File: config.mk
export PLATFORM = sky130hd
export DESIGN_NAME = sha256_stream_hasher
export DESIGN_NICKNAME = d
export VERILOG_FILES = /design/src/rtl/sha_pkg.sv /design/src/rtl/sha_datapath.sv /design/src/rtl/sha_ctrl.sv /design/src/rtl/sha256_stream_hasher.sv
export SDC_FILE = /design/constraint.sdc
export NUM_CORES = 2
export LEC_CHECK = 0
export ABC_AREA = 1
export BUFFER_PORTS_ARGS = -buffer_cell sky130_fd_sc_hd__buf_2
export CORE_ASPECT_RATIO = 1.75
export CORE_MARGIN = 2
export CORE_UTILIZATION = 48
export CTS_CLUSTER_DIAMETER = 100
export CTS_CLUSTER_SIZE = 40
export DETAILED_ROUTE_END_ITERATION = 16
export SETUP_SLACK_MARGIN = 0.2
export SLEW_MARGIN = 20
export SYNTH_ARGS = -nofsm -noshare
export SYNTH_HDL_FRONTEND = slang
export SYNTH_SLANG_ARGS = --single-unit
File: constraint.sdc
create_clock -name clk -period 25.6 [get_ports clk]
set_clock_uncertainty 0.05 [all_clocks]
set_input_delay 1.28 -clock clk [delete_from_list [all_inputs] [get_ports clk]]
set_output_delay 1.28 -clock clk [all_outputs]
set_load 0.05 [all_outputs]
File: src/rtl/sha_pkg.sv
`default_nettype none
package sha_pkg;

  localparam int BlockBytes = 64;
  localparam int Rounds = 64;
  localparam int DigestWords = 8;

  typedef struct packed {
    logic init_chain;
    logic start_block;
    logic round_en;
    logic finish_block;
  } sha_cmd_t;

  typedef logic [31:0] word_t;

  function automatic word_t init_hash(input logic [2:0] i);
    word_t v;
    begin
      case (i)
        3'd0: v = 32'h6a09e667;
        3'd1: v = 32'hbb67ae85;
        3'd2: v = 32'h3c6ef372;
        3'd3: v = 32'ha54ff53a;
        3'd4: v = 32'h510e527f;
        3'd5: v = 32'h9b05688c;
        3'd6: v = 32'h1f83d9ab;
        default: v = 32'h5be0cd19;
      endcase
      return v;
    end
  endfunction

  function automatic word_t round_k(input logic [5:0] t);
    word_t k;
    begin
      case (t)
        6'd0: k = 32'h428a2f98; 6'd1: k = 32'h71374491; 6'd2: k = 32'hb5c0fbcf;
        6'd3: k = 32'he9b5dba5; 6'd4: k = 32'h3956c25b; 6'd5: k = 32'h59f111f1;
        6'd6: k = 32'h923f82a4; 6'd7: k = 32'hab1c5ed5; 6'd8: k = 32'hd807aa98;
        6'd9: k = 32'h12835b01; 6'd10: k = 32'h243185be; 6'd11: k = 32'h550c7dc3;
        6'd12: k = 32'h72be5d74; 6'd13: k = 32'h80deb1fe; 6'd14: k = 32'h9bdc06a7;
        6'd15: k = 32'hc19bf174; 6'd16: k = 32'he49b69c1; 6'd17: k = 32'hefbe4786;
        6'd18: k = 32'h0fc19dc6; 6'd19: k = 32'h240ca1cc; 6'd20: k = 32'h2de92c6f;
        6'd21: k = 32'h4a7484aa; 6'd22: k = 32'h5cb0a9dc; 6'd23: k = 32'h76f988da;
        6'd24: k = 32'h983e5152; 6'd25: k = 32'ha831c66d; 6'd26: k = 32'hb00327c8;
        6'd27: k = 32'hbf597fc7; 6'd28: k = 32'hc6e00bf3; 6'd29: k = 32'hd5a79147;
        6'd30: k = 32'h06ca6351; 6'd31: k = 32'h14292967; 6'd32: k = 32'h27b70a85;
        6'd33: k = 32'h2e1b2138; 6'd34: k = 32'h4d2c6dfc; 6'd35: k = 32'h53380d13;
        6'd36: k = 32'h650a7354; 6'd37: k = 32'h766a0abb; 6'd38: k = 32'h81c2c92e;
        6'd39: k = 32'h92722c85; 6'd40: k = 32'ha2bfe8a1; 6'd41: k = 32'ha81a664b;
        6'd42: k = 32'hc24b8b70; 6'd43: k = 32'hc76c51a3; 6'd44: k = 32'hd192e819;
        6'd45: k = 32'hd6990624; 6'd46: k = 32'hf40e3585; 6'd47: k = 32'h106aa070;
        6'd48: k = 32'h19a4c116; 6'd49: k = 32'h1e376c08; 6'd50: k = 32'h2748774c;
        6'd51: k = 32'h34b0bcb5; 6'd52: k = 32'h391c0cb3; 6'd53: k = 32'h4ed8aa4a;
        6'd54: k = 32'h5b9cca4f; 6'd55: k = 32'h682e6ff3; 6'd56: k = 32'h748f82ee;
        6'd57: k = 32'h78a5636f; 6'd58: k = 32'h84c87814; 6'd59: k = 32'h8cc70208;
        6'd60: k = 32'h90befffa; 6'd61: k = 32'ha4506ceb; 6'd62: k = 32'hbef9a3f7;
        default: k = 32'hc67178f2;
      endcase
      return k;
    end
  endfunction

endpackage
`default_nettype wire

File: src/rtl/sha_datapath.sv
`default_nettype none
module sha_datapath
  import sha_pkg::*;
(
  input  wire logic        clk,
  input  wire sha_cmd_t    cmd,
  input  wire logic        wr_en,
  input  wire logic [5:0]  wr_addr,
  input  wire logic [7:0]  wr_data,
  input  wire logic [5:0]  round_idx,
  input  wire logic [2:0]  rd_word,
  output word_t            chain_word
);

  word_t store_r [BlockBytes/4];
  word_t chain_r [DigestWords];
  word_t v_r [8];
  word_t win_r [16];
  word_t w_new, t1, t2, s0, s1, ch, maj, ws0, ws1, w_blk;

  assign w_blk = store_r[round_idx[3:0]];

  always_comb begin
    ws0 = {win_r[1][6:0], win_r[1][31:7]} ^ {win_r[1][17:0], win_r[1][31:18]}
          ^ (win_r[1] >> 3);
    ws1 = {win_r[14][16:0], win_r[14][31:17]} ^ {win_r[14][18:0], win_r[14][31:19]}
          ^ (win_r[14] >> 10);
    w_new = (round_idx < 6'd16) ? w_blk : ws1 + win_r[9] + ws0 + win_r[0];
    s1 = {v_r[4][5:0], v_r[4][31:6]} ^ {v_r[4][10:0], v_r[4][31:11]}
         ^ {v_r[4][24:0], v_r[4][31:25]};
    ch = (v_r[4] & v_r[5]) ^ (~v_r[4] & v_r[6]);
    s0 = {v_r[0][1:0], v_r[0][31:2]} ^ {v_r[0][12:0], v_r[0][31:13]}
         ^ {v_r[0][21:0], v_r[0][31:22]};
    maj = (v_r[0] & v_r[1]) ^ (v_r[0] & v_r[2]) ^ (v_r[1] & v_r[2]);
    t1 = v_r[7] + s1 + ch + round_k(round_idx) + w_new;
    t2 = s0 + maj;
  end

  // bytes land big-endian within each block word
  always_ff @(posedge clk) begin
    if (wr_en) begin
      store_r[wr_addr[5:2]][8*(3-wr_addr[1:0]) +: 8] <= wr_data;
    end
  end

  always_ff @(posedge clk) begin
    if (cmd.init_chain) begin
      for (int i = 0; i < DigestWords; i++) chain_r[i] <= init_hash(3'(i));
    end else if (cmd.finish_block) begin
      for (int i = 0; i < DigestWords; i++) chain_r[i] <= chain_r[i] + v_r[i];
    end
    if (cmd.start_block) begin
      for (int i = 0; i < 8; i++) v_r[i] <= chain_r[i];
    end else if (cmd.round_en) begin
      v_r[0] <= t1 + t2;
      v_r[1] <= v_r[0];
      v_r[2] <= v_r[1];
      v_r[3] <= v_r[2];
      v_r[4] <= v_r[3] + t1;
      v_r[5] <= v_r[4];
      v_r[6] <= v_r[5];
      v_r[7] <= v_r[6];
      for (int i = 0; i < 15; i++) win_r[i] <= win_r[i+1];
      win_r[15] <= w_new;
    end
  end

  assign chain_word = chain_r[rd_word];

endmodule
`default_nettype wire

File: src/rtl/sha_ctrl.sv
`default_nettype none
module sha_ctrl
  import sha_pkg::*;
(
  input  wire logic        clk,
  input  wire logic        rst_n,
  input  wire logic        in_tvalid,
  output logic             in_tready,
  input  wire logic [7:0]  data_byte,
  input  wire logic        byte_present,
  input  wire logic        end_of_message,
  input  wire logic        double_hash,
  output logic             busy,
  output sha_cmd_t         cmd,
  output logic             wr_en,
  output logic [5:0]       wr_addr,
  output logic [7:0]       wr_data,
  output logic [5:0]       round_idx,
  output logic [2:0]       rd_word,
  input  wire word_t       chain_word,
  output logic             out_tvalid,
  input  wire logic        out_tready,
  output logic [31:0]      out_word,
  output logic [2:0]       out_index
);

  localparam logic [3:0] S_IDLE = 4'd0, S_START = 4'd1, S_ROUND = 4'd2, S_FIN = 4'd3,
    S_PAD = 4'd4, S_DCOPY = 4'd5, S_OUT = 4'd6, S_WAIT = 4'd7;

  logic [3:0]  state_r, state_nxt;
  logic [5:0]  fill_r, fill_nxt, rnd_r, rnd_nxt, pad_r, pad_nxt;
  logic [63:0] bits_r, bits_nxt;
  logic        ending_r, ending_nxt, lastblk_r, lastblk_nxt, dbl_r, dbl_nxt;
  logic [3:0]  oi_r, oi_nxt;
  logic        ov_r, ov_nxt;
  logic [31:0] ow_r, ow_nxt;
  logic [2:0]  ox_r, ox_nxt;
  logic [63:0] len_v;

  assign in_tready = (state_r == S_IDLE);
  assign busy = (state_r != S_IDLE) || ov_r;
  assign round_idx = rnd_r;
  assign rd_word = oi_r[2:0];
  assign out_tvalid = ov_r;
  assign out_word = ow_r;
  assign out_index = ox_r;
  assign len_v = dbl_r ? 64'd256 : bits_r;

  always_comb begin
    state_nxt = state_r; fill_nxt = fill_r; rnd_nxt = rnd_r; pad_nxt = pad_r;
    bits_nxt = bits_r; ending_nxt = ending_r; lastblk_nxt = lastblk_r; dbl_nxt = dbl_r;
    oi_nxt = oi_r; ov_nxt = ov_r; ow_nxt = ow_r; ox_nxt = ox_r;
    cmd = '0; wr_en = 1'b0; wr_addr = fill_r; wr_data = data_byte;
    if (ov_r && out_tready) ov_nxt = 1'b0;
    case (state_r)
      S_IDLE: begin
        if (in_tvalid) begin
          ending_nxt = end_of_message;
          if (byte_present) begin
            wr_en = 1'b1;
            fill_nxt = fill_r + 6'd1;
            bits_nxt = bits_r + 64'd8;
          end
          if (byte_present && fill_r == 6'd63) begin
            lastblk_nxt = 1'b0;
            state_nxt = S_START;
          end else if (end_of_message) begin
            pad_nxt = byte_present ? fill_r + 6'd1 : fill_r;
            state_nxt = S_PAD;
          end
        end
      end
      S_PAD: begin
        wr_en = 1'b1;
        wr_addr = pad_r;
        if (pad_r >= 6'd56 && lastblk_r) wr_data = len_v[8*(63-pad_r) +: 8];
        else if (pad_r == fill_r) wr_data = 8'h80;
        else wr_data = 8'h00;
        pad_nxt = pad_r + 6'd1;
        if (pad_r == 6'd63) begin
          state_nxt = S_START;
        end else if (pad_r == 6'd55 && fill_r < 6'd56) begin
          lastblk_nxt = 1'b1;
        end
        if (pad_r == 6'd63 && !lastblk_r && fill_r < 6'd56) lastblk_nxt = 1'b1;
      end
      S_START: begin
        cmd.start_block = 1'b1;
        rnd_nxt = 6'd0;
        state_nxt = S_ROUND;
      end
      S_ROUND: begin
        cmd.round_en = 1'b1;
        rnd_nxt = rnd_r + 6'd1;
        if (rnd_r == 6'd63) state_nxt = S_FIN;
      end
      S_FIN: begin
        cmd.finish_block = 1'b1;
        if (!ending_r) begin
          state_nxt = S_IDLE;
        end else if (!lastblk_r) begin
          pad_nxt = 6'd0;
          lastblk_nxt = 1'b1;
          state_nxt = S_PAD;
        end else if (double_hash && !dbl_r) begin
          dbl_nxt = 1'b1;
          oi_nxt = 4'd0;
          state_nxt = S_DCOPY;
        end else begin
          oi_nxt = 4'd0;
          state_nxt = S_OUT;
        end
      end
      S_DCOPY: begin
        wr_en = 1'b1;
        wr_addr = {1'b0, oi_r[2:0], pad_r[1:0]};
        wr_data = chain_word[8*(3-pad_r[1:0]) +: 8];
        pad_nxt = pad_r + 6'd1;
        if (pad_r[1:0] == 2'd3) begin
          oi_nxt = oi_r + 4'd1;
          if (oi_r == 4'd7) begin
            cmd.init_chain = 1'b1;
            fill_nxt = 6'd32;
            pad_nxt = 6'd32;
            lastblk_nxt = 1'b1;
            state_nxt = S_PAD;
          end
        end
      end
      S_OUT: begin
        if (!ov_r || out_tready) begin
          ov_nxt = 1'b1;
          ow_nxt = chain_word;
          ox_nxt = oi_r[2:0];
          oi_nxt = oi_r + 4'd1;
          if (oi_r == 4'd7) state_nxt = S_WAIT;
        end
      end
      S_WAIT: begin
        cmd.init_chain = 1'b1;
        fill_nxt = 6'd0; bits_nxt = '0; dbl_nxt = 1'b0; ending_nxt = 1'b0;
        lastblk_nxt = 1'b0;
        state_nxt = S_IDLE;
      end
      default: state_nxt = S_IDLE;
    endcase
    if (state_r == S_FIN && ending_r && !lastblk_r) pad_nxt = 6'd0;
  end

  always_ff @(posedge clk) begin
    if (!rst_n) begin
      state_r <= S_WAIT; fill_r <= '0; bits_r <= '0; ending_r <= 1'b0;
      lastblk_r <= 1'b0; dbl_r <= 1'b0; ov_r <= 1'b0; oi_r <= '0; rnd_r <= '0;
      pad_r <= '0;
    end else begin
      state_r <= state_nxt; fill_r <= fill_nxt; bits_r <= bits_nxt;
      ending_r <= ending_nxt; lastblk_r <= lastblk_nxt; dbl_r <= dbl_nxt;
      ov_r <= ov_nxt; oi_r <= oi_nxt; rnd_r <= rnd_nxt; pad_r <= pad_nxt;
    end
  end

  always_ff @(posedge clk) begin
    ow_r <= ow_nxt;
    ox_r <= ox_nxt;
  end

endmodule
`default_nettype wire

File: src/rtl/sha256_stream_hasher.sv
`default_nettype none
// channel | direction | payload
// in_     | in        | tdata: data_byte[7:0]; tuser: byte_present; tlast: end_of_message
// out_    | out       | tdata: digest_word[31:0]; tuser: word_index[2:0]; tlast: last_word
// cfg_    | in        | tdata: double_hash[0]; ready only while idle with no beat pending
// byte beats are taken back to back while idle; the 64th byte of a block holds in_tready low
// through compression (start, 64 rounds, feed-forward)
// end of message: per block a padding sweep of up to 64 bytes plus compression,
// one or two blocks; double hashing adds a block (32 bytes copied, 32 bytes padded, compression)
// then eight output beats and a restart state; out_tready low stalls the output register
// reset is synchronous active low
module sha256_stream_hasher
  import sha_pkg::*;
(
  input  wire logic        clk,
  input  wire logic        rst_n,
  input  wire logic        in_tvalid,
  output logic             in_tready,
  input  wire logic [7:0]  in_tdata,   // data_byte
  input  wire logic        in_tuser,   // byte_present
  input  wire logic        in_tlast,
  output logic             out_tvalid,
  input  wire logic        out_tready,
  output logic [31:0]      out_tdata,  // digest_word
  output logic [2:0]       out_tuser,  // word_index
  output logic             out_tlast,
  input  wire logic        cfg_tvalid,
  output logic             cfg_tready,
  input  wire logic [7:0]  cfg_tdata   // double_hash
);

  sha_cmd_t    cmd;
  logic        wr_en, busy, dbl_r;
  logic [5:0]  wr_addr, round_idx;
  logic [7:0]  wr_data;
  logic [2:0]  rd_word;
  word_t       chain_word;

  assign cfg_tready = !busy;
  assign out_tlast = (out_tuser == 3'd7);

  always_ff @(posedge clk) begin
    if (!rst_n) begin
      dbl_r <= 1'b0;
    end else if (cfg_tvalid && cfg_tready) begin
      dbl_r <= cfg_tdata[0];
    end
  end

  sha_ctrl u_ctrl (
    .clk, .rst_n, .in_tvalid, .in_tready,
    .data_byte(in_tdata), .byte_present(in_tuser), .end_of_message(in_tlast),
    .double_hash(dbl_r), .busy, .cmd, .wr_en, .wr_addr, .wr_data, .round_idx,
    .rd_word, .chain_word, .out_tvalid, .out_tready, .out_word(out_tdata),
    .out_index(out_tuser)
  );

  sha_datapath u_dp (
    .clk, .cmd, .wr_en, .wr_addr, .wr_data, .round_idx, .rd_word, .chain_word
  );

endmodule
`default_nettype wire

**Word-level counts from Yosys, hierarchy flattened**

Memories as Yosys holds them, arrays and structs flattened. A register that Yosys moved wholly into a read port is not among the register bits.
Index checks and enable logic that the tools add are counted.

- Bitwise logic cells: 34
- Shift-type cells: 4
- Div/mod/pow operators: 0
- Mux-type cells: 110
- Add/subtract/negate cells: 27
- Reductions and logical operators: 36
- Equal/unequal tests: 33
- $mul: 0
- $lt $le $gt $ge: 3

Operators by type and width:

| kind | count |
|---|---|
| $mux W32 | 26 |
| $add A32 B32 Y32 | 18 |
| $xor A32 B32 Y32 | 9 |
| $mux W64 | 3 |
| $and A32 B32 Y32 | 5 |
| $pmux W64 S2 | 1 |
| $mux W6 | 13 |
| $mux W4 | 17 |
| $add A64 B4 Y64 const B | 1 |
| $shiftx A64 B33 Y8 | 1 |
| $neg A32 Y34 | 1 |
| $shift A8 B34 Y32 const A | 1 |
| $shiftx A8 B34 Y32 | 1 |
| $mux W1 | 33 |
| $shiftx A32 B33 Y8 | 1 |
| $not A32 Y32 | 1 |
| $xor A32 B22 Y32 | 1 |
| $xor A32 B29 Y32 | 1 |
| $pmux W4 S7 | 1 |
| $eq A6 B6 Y1 const B | 4 |
| $ne A2 B1 Y1 const B | 12 |
| $pmux W6 S2 | 2 |
| $pmux W6 S4 | 1 |
| $eq A4 B3 Y1 const B | 5 |
| other kinds (40) | 88 |

- Bits in latches: 0
- Output and inout bits: 39
- Memory bits (read-only): 2048
- Logic and storage cells: 265
- Memories kept: 5
- Memory bits (writable): 1536
- Bits of input ports: 23
- Register bits: 130

Memories:

| memory | words | bits a word | read ports | clocked after memory_dff | wr ports | line | RTL |
|---|---|---|---|---|---|---|---|
| (name not given) | 64 | 32 | 1 | 1 | 0 | sha_pkg.sv:37 | `case (t)` |
| u_dp.store_r | 16 | 32 | 1 | 1 | 1 | sha_datapath.sv:15 | `word_t store_r [BlockBytes/4];` |
| u_dp.win_r | 16 | 32 | 16 | 0 | 16 | sha_datapath.sv:18 | `word_t win_r [16];` |
| u_dp.chain_r | 8 | 32 | 9 | 1 | 8 | sha_datapath.sv:16 | `word_t chain_r [DigestWords];` |
| u_dp.v_r | 8 | 32 | 8 | 0 | 8 | sha_datapath.sv:17 | `word_t v_r [8];` |

**Longest topological paths before layout**

An unclocked memory read counts as a cell.

- Depth after elaboration: 10
- Depth in mapped cells: 47
- Depth with buffers taken out: 47

**Cells and area by module**

A second synthesis with hierarchy kept.

- Cell total of the unflattened synthesis: 9547
- Area, all modules: 93410.8 um^2

Modules (own cells, without submodules):

| module | times used | area each (um^2) | cells an instance |
|---|---|---|---|
| sha_datapath | 1 | 85894.9 | 8391 |
| sha_ctrl | 1 | 7459.7 | 1148 |
| sha256_stream_hasher | 1 | 56.3 | 8 |

**Worst setup path before layout**

No wires, ideal clock.

- Kind: reg-to-reg
- From: reg u_ctrl.state_r[0]
- To: mem u_dp.win_r[0][0] (netlist name), enable pin
- Arrival time: 15.078 ns
- Library setup time: 1.076 ns
- Clock period less this slack: 16.204 ns
- Slack: 9.396 ns
- Cell stages (with the launch flop): 7
- Buffers on the path: 3
- Cells stage by stage: dfxtp_1 > buf_2 > inv_1 > nand2_1 > nor2_4 > clkbuf_1 > clkbuf_1

RTL lines:

| item | line | RTL |
|---|---|---|
| from (decl) | sha_ctrl.sv:30 | `logic [3:0] state_r, state_nxt;` |
| from (signal assigned) | sha_ctrl.sv:156 | `state_r <= state_nxt; fill_r <= fill_nxt; bits_r <= bits_nxt;` |
| to (decl) | sha_datapath.sv:18 |  |

==> metrics <==
hold_buf cts 0; initial antenna violation count 9; initial DRC count between 7,000 and 8,000; Setup TNS 0 ns; Worst Hold Depth 0; Post-Synth XOR/XNOR Area ~3.3%; postcts setup bufs 0; Pre-Repair DR Iteration Count 6; Synth Area in Adders 9.29%; Seq/Total Area, Yosys about half; Seq cells post-synth between 1,500 and 2,000; YS warnings 0; min-delay worst type register to register; Least-Margin Pin Slew between 1 and 1.5 ns; syn avg cell area 9.57 sq um; Synth async-reset ratio 0%; first-pass GRT wire length 528,000 microns; CP peak stage delay just over 0.7 ns; Max Clock Freq between 80 and 90 MHz; DIE HEIGHT 595 microns; Synth Flop Type edfxtp_1; Yosys top cell area share between 40% and 50%; Reg2Reg Setup Slack approximately 14 ns; ranking of synthesized cells by area edfxtp_1, nand2_1, o21ai_0; clock latency on the worst-skew pair 0.83 ns; via count between 70,000 and 80,000; pre-CTS WS 14.09 ns; FF-to-FF path depth 37; CP max-delay cell a21boi_0; Reg clk slew, reported paths between 0.15 and 0.2 ns; share of layout cells above drive strength 1 4.33%; Crit Path Max Fanout 5; P&R area growth vs syn 5.47%; Final GP Congestion ~1.1; fill count 18,600; Root Buffer clkbuf_16; Hold Path Sink u_dp.win_r[1][198]; cell taking the most area after synthesis edfxtp_1; drt via density roughly 6.0; reg2reg end u_dp.v_r[0][27]; Setup violations, final 0; mux cell area share after synthesis less than 1%; DIE WIDTH 342 microns; Syn Inst Count about 10,000; Slew HR 4.76%; syn_nets between 10,000 and 15,000; Num Clock Sinks 1,701; largest net degree at the start of global routing about 200; Max clock buf depth 3; dpl hpwl about 300,000 microns; site row count approximately 220; All-Layer GR Usage a little over a third; worst setup margin roughly 14 ns; number of I/O port buffers between 50 and 60; die area 203,000 sq um; Post-Syn Area approximately 96,000 sq um; Synth Area in Simple Gates between 10% and 20%; startpoint types register; Routed Wire Length 378,000 microns; critical path depth 37; CP Class register to register; CTS resizes 0; Overflow after GRT 0; WP data required about 26 ns; WP buf/inv 5; Setup crit end kind register; reg2reg start u_dp.win_r[0][38]; critical hold path startpoint u_dp.win_r[1][230]; status finished clean; crit path DAT ~12 ns; CTS tree done; CP top delay family compound AO/OA/AOI/OAI gates; final worst path period share a little under half; Most common cell on crit path nand2_1; fin cells about 13,000; Initial Util approximately half; number of global-route vias before repair between 70,000 and 80,000; io pins slightly above 60; CTS Buf Count 55; Post-synth EDFFs 1,571; H-tree depth 2; RSZ-0062 raised after global routing no; max-slew violation count 0; post-synth cell types 77; Final ANT Viol Nets 0; max_cap viols 0; drt wl/cell between 30 and 40 microns; Tmin final ~12 ns; Synth Area in Compound Gates around 15%; Placed Instances between 10,000 and 15,000; fin nets ~11,000; DRC 0; Final Hold Viols 0; main combinational cell family by area after synthesis compound AO/OA/AOI/OAI gates; Core Region roughly 200,000 sq um
layout make-up:
type                    count  area (sq um)  area share [%]
inverters                1128          4250            4.20
flip-flops and latches   1701         49800            49.3
clock inverters            22           412           0.407
clock buffers              82          1480            1.47
repair buffers            183          1300            1.28
multi-input cells        6815         40500            40.1
diodes                      9          22.5          0.0223
well taps                2628          3290            3.25
synthesized netlist by cell type, types with 8 or more instances:
library cell	instances
xnor2_1	186
nor4_1	29
o21bai_1	51
fa_1	195
nand4_1	61
inv_2	17
o31ai_1	15
a31oi_1	47
edfxtp_1	1571
o21ai_0	1078
or2_2	53
a21oi_1	796
xor2_1	180
o2111ai_1	8
a211oi_1	13
buf_1	18
dfxtp_1	130
o21a_1	67
nand2_1	1689
clkbuf_1	310
inv_1	1101
o211ai_1	55
and3_1	10
nand3_1	360
buf_2	32
nor3_1	132
o21ai_1	30
ha_1	398
nor2_1	926
o221ai_1	106
nand3b_1	14
a21o_1	60
a21boi_0	19
o22ai_1	69
o311ai_0	12
nor2_2	13
a221oi_1	29
clkinv_1	9
mux2i_1	30
layer usage:
| layer | track usage (%) | routed length (microns) | vias to the layer above |
|---|---|---|---|
| li1 | - | - | 34400 |
| met1 | 35.0 | 118000 | 36700 |
| met2 | 65.3 | 193000 | 2917 |
| met3 | 4.80 | 19000 | 1155 |
| met4 | 37.7 | 48600 | 8 |
| met5 | 0 | 55 | - |
worst max path at each step:
stage | from | end
6_report | u_dp.win_r[0][38] | u_dp.v_r[0][27]
5_1_grt | u_dp.win_r[0][38] | u_dp.v_r[0][30]
4_1_cts | u_dp.win_r[0][38] | u_dp.v_r[0][27]
3_5_place_dp | u_dp.win_r[0][38] | u_dp.v_r[0][27]
3_3_place_gp | u_dp.win_r[0][38] | u_dp.v_r[0][30]
2_1_floorplan | u_ctrl.state_r[0] | u_dp.win_r[0][0]
cell families (layout without fill, tap and decap cells):
family | count (synthesis) | in the layout
AND/OR/NAND/NOR | 3328 | 3328
flip-flops | 1701 | 1701
AO/OA/AOI/OAI | 2496 | 2496
other | 0 | 9
adder cells (fa/ha/maj) | 595 | 595
multiplexers | 30 | 30
XOR/XNOR | 366 | 366
buffers and inverters | 1493 | 1415
cells in the final DEF (no fill, tap or decap), types with 60 or more instances in the layout:
cell and n:
ha_1 398, xor2_1 180, dfxtp_1 124, nor2_1 915, nand2_1 1687, nand4_1 61
a21o_1 60, o21a_1 67, a21oi_1 791, inv_1 1097, buf_4 123, nand3_1 360
fa_1 195, xnor2_1 186, edfxtp_1 1571, nor3_1 128, o221ai_1 106, o22ai_1 69
o21ai_0 1073
metrics by stage:
step | hold WS [ns] | utilization (%) | instance area [sq um]
6_report | 0.366 | 50.8 | 101000
5_1_grt | 0.359 | 50.8 | 101000
4_1_cts | 0.367 | 50.7 | 101000
3_5_place_dp | 0.355 | 49.8 | 99100
3_3_place_gp | 0.350 | 49.8 | 99100
2_1_floorplan | 0.350 | - | 95800
worst register-to-register path: cells and delay by family (launching register included):
family / cells / cell delay [ns]
AO/OA/AOI/OAI: 10 / 4.36
XOR/XNOR: 3 / 0.97
adder cells (fa/ha/maj): 8 / 3.60
buffers and inverters: 5 / 0.49
flip-flops: 1 / 0.59
AND/OR/NAND/NOR: 11 / 1.49
state kept, by name, summed over array words and instances, names as in the netlist, 3 cells and up, named ones only:
signal            count
u_ctrl.bits_r        61
u_ctrl.fill_r         6
u_ctrl.oi_r           4
u_ctrl.out_index      3
u_ctrl.out_word      32
u_ctrl.pad_r          6
u_ctrl.round_idx      6
u_ctrl.state_r        3
u_dp.chain_r        256
u_dp.store_r        512
u_dp.v_r            256
u_dp.win_r          512
Power is not shown: default switching activity piles up to over one toggle a cycle in this logic, so the estimate is an artifact.
